`config.mk`:
```
export PLATFORM = sky130hd
export DESIGN_NAME = psd_isqrt
export DESIGN_NICKNAME = d
export VERILOG_FILES = /design/src/rtl/core/psd_pkg.sv /design/src/rtl/core/psd_isqrt.sv
export SDC_FILE = /design/constraint.sdc
export NUM_CORES = 1
export LEC_CHECK = 0
export BUFFER_PORTS_ARGS = -buffer_cell sky130_fd_sc_hd__buf_2
export CORE_MARGIN = 10
export CORE_UTILIZATION = 55
export CTS_BUF_LIST = sky130_fd_sc_hd__clkbuf_4 sky130_fd_sc_hd__clkbuf_8
export DETAILED_ROUTE_END_ITERATION = 8
export PLACE_DENSITY = 0.71
export SYNTH_ARGS = -nofsm -noshare
export SYNTH_HDL_FRONTEND = slang
export SYNTH_SLANG_ARGS = --single-unit
```
`constraint.sdc`:
```
create_clock -name clk -period 3.6 [get_ports clk]
set_input_delay 0.72 -clock clk [delete_from_list [all_inputs] [get_ports clk]]
set_output_delay 0.72 -clock clk [all_outputs]
set_load 0.005 [all_outputs]
```
`src/rtl/core/psd_pkg.sv`:
```
// ----------------------------------------------------------------------------
// psd_pkg
// Shared types, widths and codes for the plus-shape level-set pipeline.
// ----------------------------------------------------------------------------
package psd_pkg;

    // Input coordinate width and configuration register width.
    localparam int COORD_W = 16;
    localparam int CFG_W   = 16;
    localparam int IDX_W   = 2;

    // Register indexes on the configuration port.
    localparam logic [IDX_W-1:0] REG_PERIOD = 2'd0;
    localparam logic [IDX_W-1:0] REG_WIDTH  = 2'd1;
    localparam int               REG_LENGTH = 2;

    // Lengths are held in half-LSB units.
    localparam int LEN_W   = 17;   // folded coordinate, B/2, A
    localparam int REACH_W = 18;   // C + B/2
    localparam int DIFF_W  = 17;   // magnitude of a root argument
    localparam int SQ_W    = 34;   // square of a root argument
    localparam int RAD_W   = 36;   // radicand, padded to an even width
    localparam int ROOT_W  = RAD_W / 2;
    localparam int REM_W   = ROOT_W + 1;
    localparam int STR_W   = 20;   // straight edge distance, signed
    localparam int VAL_W   = 21;   // final combine, signed
    localparam int OUT_W   = 18;

    localparam logic signed [VAL_W-1:0] OUT_MAX = 21'sd131071;
    localparam logic signed [VAL_W-1:0] OUT_MIN = -21'sd131072;

    // How the base term is formed from the first root.
    localparam logic [1:0] KIND_STRAIGHT = 2'd0;
    localparam logic [1:0] KIND_ROOT_POS = 2'd1;
    localparam logic [1:0] KIND_ROOT_NEG = 2'd2;

    typedef struct packed {
        logic [1:0]                kind;
        logic signed [STR_W-1:0]   straight;
    } side_t;

    localparam int SIDE_W = $bits(side_t);

    // Magnitude of the difference of two lengths.
    function automatic logic [DIFF_W-1:0] abs_diff(input logic [REACH_W-1:0] a,
                                                   input logic [REACH_W-1:0] b);
        logic [REACH_W-1:0] d;
        d = (a >= b) ? (a - b) : (b - a);
        return d[DIFF_W-1:0];
    endfunction

endpackage

```
`src/rtl/core/psd_isqrt.sv`:
```
// ----------------------------------------------------------------------------
// psd_isqrt
// Pipelined square root, one result bit per stage, rounded to nearest.
// ----------------------------------------------------------------------------
module psd_isqrt #(
    parameter int SIDE_BITS = 1
) (
    input  logic                         clk,
    input  logic                         rst_n,
    input  logic                         in_valid,
    input  logic [psd_pkg::RAD_W-1:0]    radicand,
    input  logic [SIDE_BITS-1:0]         in_side,
    output logic                         out_valid,
    output logic [psd_pkg::ROOT_W-1:0]   root,
    output logic [SIDE_BITS-1:0]         out_side
);
    import psd_pkg::*;

    logic                 vld_reg  [0:ROOT_W-1];
    logic [RAD_W-1:0]     rad_reg  [0:ROOT_W-1];
    logic [REM_W-1:0]     rem_reg  [0:ROOT_W-1];
    logic [ROOT_W-1:0]    root_reg [0:ROOT_W-1];
    logic [SIDE_BITS-1:0] side_reg [0:ROOT_W-1];

    genvar i;
    generate
        for (i = 0; i < ROOT_W; i++)
        begin : g_stage
            logic                 vld_in;
            logic [RAD_W-1:0]     rad_in;
            logic [REM_W-1:0]     rem_in;
            logic [ROOT_W-1:0]    root_in;
            logic [SIDE_BITS-1:0] side_in;
            logic [REM_W+1:0]     rem_sh, trial;
            logic [REM_W-1:0]     rem_next;
            logic [ROOT_W-1:0]    root_next;

            if (i == 0)
            begin : g_first
                assign vld_in  = in_valid;
                assign rad_in  = radicand;
                assign rem_in  = '0;
                assign root_in = '0;
                assign side_in = in_side;
            end
            else
            begin : g_rest
                assign vld_in  = vld_reg[i-1];
                assign rad_in  = rad_reg[i-1];
                assign rem_in  = rem_reg[i-1];
                assign root_in = root_reg[i-1];
                assign side_in = side_reg[i-1];
            end

            // One restoring step: bring down two radicand bits, try a 1 bit.
            always_comb
            begin
                rem_sh = {rem_in, rad_in[RAD_W-1 -: 2]};
                trial  = (REM_W+2)'({root_in, 2'b01});
                if (rem_sh >= trial)
                begin
                    rem_next  = REM_W'(rem_sh - trial);
                    root_next = {root_in[ROOT_W-2:0], 1'b1};
                end
                else
                begin
                    rem_next  = REM_W'(rem_sh);
                    root_next = {root_in[ROOT_W-2:0], 1'b0};
                end
            end

            always_ff @(posedge clk or negedge rst_n)
            begin
                if (!rst_n)
                begin
                    vld_reg[i] <= 1'b0;
                end
                else
                begin
                    vld_reg[i] <= vld_in;
                end
            end

            always_ff @(posedge clk)
            begin
                rad_reg[i]  <= {rad_in[RAD_W-3:0], 2'b00};
                rem_reg[i]  <= rem_next;
                root_reg[i] <= root_next;
                side_reg[i] <= side_in;
            end
        end
    endgenerate

    // Round to nearest: the remainder is q - r*r, so round up when it exceeds r.
    logic                 rv_reg;
    logic [ROOT_W-1:0]    rr_reg;
    logic [SIDE_BITS-1:0] rs_reg;

    always_ff @(posedge clk or negedge rst_n)
    begin
        if (!rst_n)
        begin
            rv_reg <= 1'b0;
        end
        else
        begin
            rv_reg <= vld_reg[ROOT_W-1];
        end
    end

    always_ff @(posedge clk)
    begin
        rr_reg <= root_reg[ROOT_W-1] +
                  ROOT_W'(rem_reg[ROOT_W-1] > REM_W'(root_reg[ROOT_W-1]));
        rs_reg <= side_reg[ROOT_W-1];
    end

    assign out_valid = rv_reg;
    assign root      = rr_reg;
    assign out_side  = rs_reg;

endmodule

```
==> flow_summary.json <==
{
  "cts_inserted_buffers": 134,
  "grt_pass1_wl_um": 98900,
  "fmax_ghz": 0.319,
  "setup_viol": 0,
  "yosysUniqueCellTypes": 74,
  "critPathArrivalTime_ns": 3.78,
  "cp-end-kind": "flop",
  "ios": 60,
  "root_buffer": "clkbuf_8",
  "first_pass_iters": 5,
  "rsz0062_at_grt": "no",
  "worst_hold_path_type": "in -> reg",
  "hold_viol_final": 0,
  "required_ns": 4.24,
  "min_period_over_period_pct": 87.1,
  "grt_max_degree": 33,
  "cts_tree": "done",
  "viasPerCell": 5.18,
  "ys_seq_area_share_pct": 55.7,
  "fp.coreArea_um2": 55300,
  "fp-row-count": 86,
  "gr-total-overflow": 0,
  "maxSlewViolCount": 0,
  "status": "finished clean",
  "grt.total_usage_pct": 17.9,
  "pwr-share-comb_pct": 19.8,
  "clock_latency_ns": 0.76,
  "power_density_nw_per_um2": 738,
  "htreeDepth": 4,
  "place_area_um2": 32000,
  "maxCapViolCount": 0,
  "clock-sinks": 853,
  "io_buffers": 59,
  "r2r_setup_slack_ns": 0.47,
  "drt_iter0_markers": 1015,
  "synth.avg_cell_area_um2": 10.4,
  "synthesis.instances": 2961,
  "sequentialPowerShare_pct": 47.3,
  "fin_tns_setup_ns": 0,
  "cp_max_fo": 21,
  "wl_um": 59000,
  "ys_warn_count": 0,
  "stdcell_area_um2": 35200,
  "syn-num-nets": 3213,
  "routabilityCongestion": 0.872,
  "postCtsSetupBuffers": 0,
  "p_sw_share_pct": 28.7,
  "multiInputGateArea_um2": 12500,
  "place_hpwl_um": 43900,
  "power_leakage_nw": 16.8,
  "max_slew_margin_pct": 42.5,
  "irDropWorstVdd_uv": 493,
  "areaGrowthSynthToFinish_pct": 14.0,
  "path_clk_slew_ns": 0.06,
  "drive_above_1_share_pct": 11.6,
  "period_needed_ns": 3.13,
  "cts_resized": 0,
  "switchingPower_w": 0.00745,
  "fillCellCount": 4405,
  "initial_core_util_pct": 55.7,
  "drc_errors": 0,
  "fin_skew_ns": 0.0310,
  "ant_nets": 0,
  "die_h_um": 257,
  "holdBufCountCts": 18,
  "critPathKind": "reg -> reg",
  "synth.cell_area_um2": 30800,
  "die_w_um": 257,
  "synth_edf_count": 0,
  "nets": 3401,
  "clockBufferDepth": 3,
  "grt_pass1_vias": 21400,
  "via_count": 20700,
  "tightest_slew_ns": 0.840,
  "async_reset_ff_share_pct": 2.23,
  "dieArea_um2": 65900,
  "synth_seq_cells": 853,
  "whs_ns": 0.0636,
  "clkPwrFrac_pct": 33.0,
  "largest_register_ffs": 320,
  "intPower_w": 0.0185,
  "wl_per_cell_um": 14.7,
  "grt_antenna_before_repair": 2,
  "critPathLaunchType": "flop",
  "synth_ff_type": "dfxtp_1",
  "ff_latch_area_um2": 17200
}
cell usage after synthesis (34+ instances only):
| cell | count | area [um2] |
|---|---|---|
| xnor2_1 | 142 | 1240 |
| nand2b_1 | 39 | 244 |
| dfxtp_1 | 834 | 16700 |
| a21o_1 | 59 | 443 |
| inv_1 | 263 | 987 |
| o21ai_0 | 140 | 701 |
| mux2_2 | 37 | 417 |
| nor2_1 | 176 | 661 |
| o21a_1 | 51 | 383 |
| nor4_1 | 34 | 213 |
| ha_1 | 212 | 2650 |
| nand2_1 | 199 | 747 |
| nand3_1 | 43 | 215 |
| nor3_1 | 79 | 395 |
| xor2_1 | 108 | 946 |
| a21oi_1 | 153 | 766 |
per-stage QoR:
step / total power, W / cells / utilization (%) / setup slack (ns)
after detailed placement: 0.0176 / 3743 / 57.9 / 0.493
final: 0.0260 / 3999 / 63.6 / 0.466
after global routing: 0.0275 / 3999 / 63.6 / 0.139
after floorplan: 0.0161 / 2961 / - / 0.921
after CTS: 0.0262 / 3997 / 63.6 / 0.469
after global placement: 0.0174 / 3743 / 57.9 / 0.527
critical path: stages, from the launching register on:
cell,delay (ns)
dfxtp_1,0.32
inv_1,0.04
ha_1,0.32
o21a_1,0.17
o21a_1,0.17
o211ai_1,0.12
a31oi_1,0.31
a311o_1,0.40
a311o_1,0.76
mux2_2,0.41
kinds of logic (layout without fill, tap and decap cells):
kind of cell | after synthesis | in the layout | synth area share (%)
flip-flops | 853 | 853 | 55.7
buffers and inverters | 304 | 592 | 3.75
XOR/XNOR | 250 | 250 | 7.10
other | 1 | 3 | 0.0122
multiplexers | 48 | 48 | 1.71
adder cells (fa/ha/maj) | 212 | 212 | 8.60
AND/OR/NAND/NOR | 742 | 742 | 11.9
AO/OA/AOI/OAI | 551 | 551 | 11.3
final timing paths:
kind                                               from                           end  cells past startpoint
worst min register to register   rad_reg[2][19]$_DFF_P_        rad_reg[3][21]$_DFF_P_                      0
max in group asynchronous                         rst_n  g_stage[10].vld_in$_DFF_PN0_                      2
worst max-delay path            root_reg[15][0]$_DFF_P_       rem_reg[16][11]$_DFF_P_                      9
worst min-delay path                       radicand[27]        rad_reg[0][27]$_DFF_P_                      1
min in group asynchronous                         rst_n  g_stage[12].vld_in$_DFF_PN0_                      2
worst max register to register  root_reg[15][0]$_DFF_P_       rem_reg[16][11]$_DFF_P_                      9
per-layer routing:
layer | track usage (%) | up-vias | share of wire, %
met5 | 0 | - | 0
met3 | 3.61 | 156 | 3.6
li1 | - | 10500 | -
met4 | 9.30 | 0 | 3.5
met1 | 18.9 | 9668 | 41
met2 | 33.1 | 414 | 52
cell type report:
cell class | instances | area share (%)
antenna | 2 | 0.0142
clock buffer | 203 | 7.40
clock inverter | 33 | 0.986
inverter | 263 | 2.81
multi-input combinational | 1804 | 35.6
sequential | 853 | 48.8
tap | 748 | 2.66
timing repair buffer | 93 | 1.69
power groups by stage:
stage               logic [W]  clock network (W)  registers [W]
global placement      0.00493                  0         0.0124
CTS                   0.00513            0.00882         0.0123
detailed placement    0.00508                  0         0.0125
floorplan             0.00401                  0         0.0121
global route          0.00578            0.00924         0.0125
finish                0.00513            0.00856         0.0123
layout by cell type (no fill, tap or decap), drive strengths merged, types with 6 or more instances in the layout:
cell / instances
nand3: 44
mux2: 37
dfxtp: 834
o21a: 51
nand2: 199
o21ai: 140
and3: 16
nor2b: 33
dlygate4sd3: 18
or3: 16
a21boi: 14
clkinv: 16
o41ai: 6
nand4: 31
inv: 274
xor2: 108
a31oi: 14
buf: 75
or2: 15
nand2b: 39
a21o: 59
o31ai: 30
nor3: 80
nor4: 36
xnor2: 142
clkbuf: 203
o211ai: 8
o2111ai: 6
mux2i: 11
nor2: 177
a211oi: 16
dfrtp: 19
nand3b: 12
or4: 17
and2: 11
ha: 212
o21bai: 9
a21oi: 153
Note: power is estimated with default switching activity, not from simulation.
