--- config.mk ---
export PLATFORM = sky130hd
export DESIGN_NAME = psd_front
export DESIGN_NICKNAME = d
export VERILOG_FILES = /design/src/rtl/core/psd_pkg.sv /design/src/rtl/core/psd_front.sv
export SDC_FILE = /design/constraint.sdc
export NUM_CORES = 2
export LEC_CHECK = 0
export ABC_AREA = 1
export ABC_CLOCK_PERIOD_IN_PS = 9150
export BUFFER_PORTS_ARGS = -buffer_cell sky130_fd_sc_hd__buf_4
export CAP_MARGIN = 10
export CORE_UTILIZATION = 55
export DETAILED_ROUTE_END_ITERATION = 6
export PLACE_DENSITY = 0.72
export SLEW_MARGIN = 0
export SYNTH_ARGS = -nofsm -noshare
export SYNTH_HDL_FRONTEND = slang
export SYNTH_SLANG_ARGS = --single-unit
export TNS_END_PERCENT = 5
--- constraint.sdc ---
create_clock -name clk -period 9.15 [get_ports clk]
set_input_delay 1.83 -clock clk [delete_from_list [all_inputs] [get_ports clk]]
set_output_delay 1.83 -clock clk [all_outputs]
set_load 0.005 [all_outputs]
--- src/rtl/core/psd_pkg.sv ---
// ----------------------------------------------------------------------------
// psd_pkg
// Shared types, widths and codes for the plus-shape level-set pipeline.
// ----------------------------------------------------------------------------
package psd_pkg;

    // Input coordinate width and configuration register width.
    localparam int COORD_W = 16;
    localparam int CFG_W   = 16;
    localparam int IDX_W   = 2;

    // Register indexes on the configuration port.
    localparam logic [IDX_W-1:0] REG_PERIOD = 2'd0;
    localparam logic [IDX_W-1:0] REG_WIDTH  = 2'd1;
    localparam int               REG_LENGTH = 2;

    // Lengths are held in half-LSB units.
    localparam int LEN_W   = 17;   // folded coordinate, B/2, A
    localparam int REACH_W = 18;   // C + B/2
    localparam int DIFF_W  = 17;   // magnitude of a root argument
    localparam int SQ_W    = 34;   // square of a root argument
    localparam int RAD_W   = 36;   // radicand, padded to an even width
    localparam int ROOT_W  = RAD_W / 2;
    localparam int REM_W   = ROOT_W + 1;
    localparam int STR_W   = 20;   // straight edge distance, signed
    localparam int VAL_W   = 21;   // final combine, signed
    localparam int OUT_W   = 18;

    localparam logic signed [VAL_W-1:0] OUT_MAX = 21'sd131071;
    localparam logic signed [VAL_W-1:0] OUT_MIN = -21'sd131072;

    // How the base term is formed from the first root.
    localparam logic [1:0] KIND_STRAIGHT = 2'd0;
    localparam logic [1:0] KIND_ROOT_POS = 2'd1;
    localparam logic [1:0] KIND_ROOT_NEG = 2'd2;

    typedef struct packed {
        logic [1:0]                kind;
        logic signed [STR_W-1:0]   straight;
    } side_t;

    localparam int SIDE_W = $bits(side_t);

    // Magnitude of the difference of two lengths.
    function automatic logic [DIFF_W-1:0] abs_diff(input logic [REACH_W-1:0] a,
                                                   input logic [REACH_W-1:0] b);
        logic [REACH_W-1:0] d;
        d = (a >= b) ? (a - b) : (b - a);
        return d[DIFF_W-1:0];
    endfunction

endpackage

--- src/rtl/core/psd_front.sv ---
// ----------------------------------------------------------------------------
// psd_front
// Folds the point, picks the region case and forms both radicands (4 stages).
// ----------------------------------------------------------------------------
module psd_front (
    input  logic                         clk,
    input  logic                         rst_n,
    input  logic                         in_valid,
    input  logic [psd_pkg::COORD_W-1:0]  coord_s,
    input  logic [psd_pkg::COORD_W-1:0]  coord_t,
    input  logic [psd_pkg::CFG_W-1:0]    period_val,
    input  logic [psd_pkg::CFG_W-1:0]    arm_width,
    input  logic [psd_pkg::CFG_W-1:0]    arm_length,
    output logic                         out_valid,
    output logic [psd_pkg::RAD_W-1:0]    base_rad,
    output logic [psd_pkg::RAD_W-1:0]    circ_rad,
    output psd_pkg::side_t               side
);
    import psd_pkg::*;

    // Stage 1: absolute values, doubled into half-LSB units.
    logic               v1_reg;
    logic [LEN_W-1:0]   as_reg, at_reg;
    logic [COORD_W-1:0] mag_s, mag_t;

    always_comb
    begin
        mag_s = coord_s[COORD_W-1] ? (~coord_s + 1'b1) : coord_s;
        mag_t = coord_t[COORD_W-1] ? (~coord_t + 1'b1) : coord_t;
    end

    // Stage 2: fold, case selection and root arguments.
    logic [LEN_W-1:0]          x, y, h, a;
    logic [REACH_W-1:0]        reach;
    logic signed [STR_W-1:0]   hy, rx;
    side_t                     side_next;
    logic [DIFF_W-1:0]         d0_next, d1_next, e0_next, e1_next;
    logic                      v2_reg;
    side_t                     s2_reg;
    logic [DIFF_W-1:0]         d0_reg, d1_reg, e0_reg, e1_reg;

    always_comb
    begin
        x     = (as_reg >= at_reg) ? as_reg : at_reg;
        y     = (as_reg >= at_reg) ? at_reg : as_reg;
        h     = {1'b0, arm_width};
        a     = {period_val, 1'b0};
        reach = REACH_W'({arm_length, 1'b0}) + REACH_W'(arm_width);
        hy    = $signed(STR_W'(h)) - $signed(STR_W'(y));
        rx    = $signed(STR_W'(reach)) - $signed(STR_W'(x));
        side_next.kind     = KIND_STRAIGHT;
        side_next.straight = rx;
        d0_next = '0;
        d1_next = '0;
        if (x <= h)
        begin
            side_next.kind = KIND_ROOT_POS;
            d0_next = abs_diff(REACH_W'(x), REACH_W'(h));
            d1_next = abs_diff(REACH_W'(y), REACH_W'(h));
        end
        else if (REACH_W'(x) <= reach)
        begin
            if (y <= h)
            begin
                side_next.straight = (hy < rx) ? hy : rx;
            end
            else
            begin
                side_next.straight = hy;
            end
        end
        else if (y > h)
        begin
            side_next.kind = KIND_ROOT_NEG;
            d0_next = abs_diff(REACH_W'(x), reach);
            d1_next = abs_diff(REACH_W'(y), REACH_W'(h));
        end
        e0_next = abs_diff(REACH_W'(as_reg), REACH_W'(a));
        e1_next = abs_diff(REACH_W'(at_reg), REACH_W'(a));
    end

    // Stage 3: squares.
    logic            v3_reg;
    side_t           s3_reg;
    logic [SQ_W-1:0] q0_reg, q1_reg, q2_reg, q3_reg;

    // Stage 4: sums of squares.
    logic             v4_reg;
    side_t            s4_reg;
    logic [RAD_W-1:0] br_reg, cr_reg;

    always_ff @(posedge clk or negedge rst_n)
    begin
        if (!rst_n)
        begin
            v1_reg <= 1'b0;
            v2_reg <= 1'b0;
            v3_reg <= 1'b0;
            v4_reg <= 1'b0;
        end
        else
        begin
            v1_reg <= in_valid;
            v2_reg <= v1_reg;
            v3_reg <= v2_reg;
            v4_reg <= v3_reg;
        end
    end

    always_ff @(posedge clk)
    begin
        as_reg <= {mag_s, 1'b0};
        at_reg <= {mag_t, 1'b0};
        s2_reg <= side_next;
        d0_reg <= d0_next;
        d1_reg <= d1_next;
        e0_reg <= e0_next;
        e1_reg <= e1_next;
        s3_reg <= s2_reg;
        q0_reg <= d0_reg * d0_reg;
        q1_reg <= d1_reg * d1_reg;
        q2_reg <= e0_reg * e0_reg;
        q3_reg <= e1_reg * e1_reg;
        s4_reg <= s3_reg;
        br_reg <= RAD_W'(q0_reg) + RAD_W'(q1_reg);
        cr_reg <= RAD_W'(q2_reg) + RAD_W'(q3_reg);
    end

    assign out_valid = v4_reg;
    assign base_rad  = br_reg;
    assign circ_rad  = cr_reg;
    assign side      = s4_reg;

endmodule

==> flow_metrics.py <==
metrics = {
    "sta": {
        "slew_headroom_pct": 26.7,
        "finalHoldViolCount": 0,
        "finalSetupViolations": 0,
        "final.setup.tns_ps": 0,
        "fin_crit_sh_pct": 80.8,
        "rsz0062_at_grt": "false",
        "worst_slew_pin_slew_ps": 1090,
        "max_freq_mhz": 135,
        "period_minus_slack_ps": 7400,
        "slew_viol_final": 0,
        "skew_ps": 19.6,
    },
    "logic_synthesis": {
        "ys.flop_type": "dfxtp_1",
        "ys_types": 69,
        "synth_edf_count": 0,
        "synth.area.top_cells": "fa_1 28%, ha_1 17%, dfxtp_1 14%",
        "yosys.area.top_type": "fa_1",
        "yosys.cell_count.top_type": "inv_1",
        "mappedNetlistArea_um2": 51400,
        "synthTopCellsByCount": "1710 x inv_1, 1099 x nand2_1, 725 x fa_1, 696 x ha_1, 366 x a21oi_1",
        "async_flop_share_pct": 1.12,
        "synth_top_area_share_pct": 28.2,
        "synth-seq-cells": 358,
        "ys_warn_count": 0,
        "synthCells": 6354,
        "seq_area_frac_synth_pct": 14.0,
        "avgSynthCellArea_um2": 8.10,
    },
    "global_route": {
        "top_usage_layer": "met2",
        "antenna_found_initial": 5,
        "grt.met2_usage_pct": 47.5,
        "grt_pass1_wl_mm": 209,
        "grt_util_all_layers_pct": 27.8,
        "grt_max_degree": 64,
        "grt_pass1_vias": 41427,
        "gr-total-overflow": 0,
        "grt_util_met1_pct": 36.6,
        "met3_usage_pct": 2.62,
    },
    "worst_setup_path": {
        "path_max_fanout": 26,
        "critPathMaxStageDelay_ps": 500,
        "start_kind": "input pin",
        "cp_common_cell": "nand2_1",
        "slowest_stage": "fa_1",
        "required_ps": 9670,
        "critPathKind": "in -> reg",
        "arrival_ps": 7920,
        "end_kind": "register",
    },
    "finish": {
        "largest_register_ffs": 34,
        "n_antenna_cell": 0,
        "layout.nets": 7918,
        "drive_above_1_share_pct": 5.41,
        "fill_cells": 8353,
        "areaGrowthSynthToFinish_pct": 7.43,
    },
    "clock_network": {
        "post_cts.repair.setup_buffers": 0,
        "cts_buffers": 46,
        "cts_hold_buf": 0,
        "cts_sinks": 358,
        "cts_resized": 0,
        "ctsRootBufferMaster": "clkbuf_16",
        "clkLatencyLatePin_ps": 640,
        "cts_tree": "done",
        "htree_num_levels": 2,
        "clkTransAtPathRegs_ps": 50,
        "cts_buffer_depth": 3,
    },
    "floorplanning": {
        "die_area_um2": 94800,
        "core_area_um2": 92200,
        "rows": 111,
        "die_w_um": 308,
        "initial_core_util_pct": 55.8,
        "io-pin-count": 178,
        "dieHeight_um": 308,
    },
    "routing": {
        "antenna_left": 0,
        "first_pass_iters": 7,
        "vias": 39788,
        "wl_per_cell_um": 16.5,
        "routed_wl_mm": 127,
        "avgViaCountPerCell": 5.17,
        "drc": 0,
        "drt_iter0_markers": 2401,
    },
    "hold_path": {
        "min_path_type": "reg -> reg",
    },
    "placed_design": {
        "place_congestion": 0.983,
        "io_buffers": 172,
        "dp_hpwl_mm": 108,
    },
    "job": {
        "cap_violations": 0,
    },
    "run_status": {
        "status": "finished, final reports clean",
    },
}
==> cell families after synthesis <==
kind of cell / Yosys count / synth area share, %
buffers and inverters: 1901 / 14.0
AND/OR/NAND/NOR: 1534 / 12.2
adder cells (fa/ha/maj): 1421 / 45.1
AO/OA/AOI/OAI: 803 / 8.97
flip-flops: 358 / 14.0
XOR/XNOR: 329 / 5.60
multiplexers: 7 / 0.136
other: 1 / 0.00729
==> final timing paths <==
path	from	end	slack [ps]	cells past startpoint
min in group asynchronous	rst_n	v1_reg	980	1
worst min-delay path	s3_reg[20]	side[20]	330	0
worst max-delay path	arm_width[2]	s2_reg[3]	1750	40
worst max register to register	e0_reg[4]	q2_reg[31]	2100	24
worst min register to register	s3_reg[20]	side[20]	330	0
max in group asynchronous	rst_n	out_valid	8070	1
==> critical path: cells and delay by family <==
| kind | cells | cell delay (ps) |
|---|---|---|
| simple gates | 20 | 2270 |
| fa+ha+maj | 3 | 1340 |
| xor+xnor | 1 | 320 |
| compound gates | 9 | 1580 |
| buf+inv | 7 | 590 |
==> layout make-up <==
cell class / count / area [um2] / area share [%]
clock inverters: 25 / 267 / 0.482
clock buffers: 61 / 1300 / 2.35
inverters: 1716 / 6440 / 11.7
flip-flops and latches: 358 / 7190 / 13.0
multi-input cells: 4099 / 37100 / 67.1
well taps: 1243 / 1560 / 2.81
repair buffers: 193 / 1450 / 2.62
==> per-layer routing <==
| layer | wire, um | vias up |
|---|---|---|
| met3 | 6590 | 218 |
| met1 | 54900 | 19213 |
| met2 | 60900 | 1063 |
| met4 | 4580 | 0 |
| met5 | 0 | - |
| li1 | - | 19294 |
==> stage by stage <==
step | util (%) | std cells | hold WS (ps) | setup WS (ps) | area, um2
2_1_floorplan | - | 6358 | 310 | 2470 | 51500
3_3_place_gp | 58.2 | 7609 | 311 | 1260 | 53700
3_5_place_dp | 58.2 | 7609 | 314 | 1230 | 53700
4_1_cts | 59.9 | 7695 | 328 | 1880 | 55300
5_1_grt | 59.9 | 7695 | 331 | 1170 | 55300
6_report | 59.9 | 7695 | 327 | 1750 | 55300
==> layout by cell type (no fill, tap or decap), types with 10 or more instances in the layout <==
cell type	synthesis	layout
ha_1	696	696
o21ai_1	21	21
xnor2_1	104	104
a21o_1	20	20
o21bai_1	15	15
o31ai_1	14	14
o21ai_2	15	15
nor3_1	30	30
clkbuf_16	0	47
o221ai_1	12	12
fa_1	725	725
o21ai_0	206	206
dfxtp_1	354	354
xor2_1	225	225
nand3_1	113	113
o211ai_1	16	16
nand4_1	28	28
or2_2	10	10
a31oi_1	33	33
a211oi_1	18	18
a21oi_1	366	366
buf_4	7	193
a221oi_1	11	11
nand2_1	1099	1099
nand2_2	17	17
o21a_1	17	17
inv_1	1710	1710
nor2_1	201	201
Power is left out: the tool's default activity adds up to more than one toggle a clock period on the data nets, which glitch-free logic cannot reach.
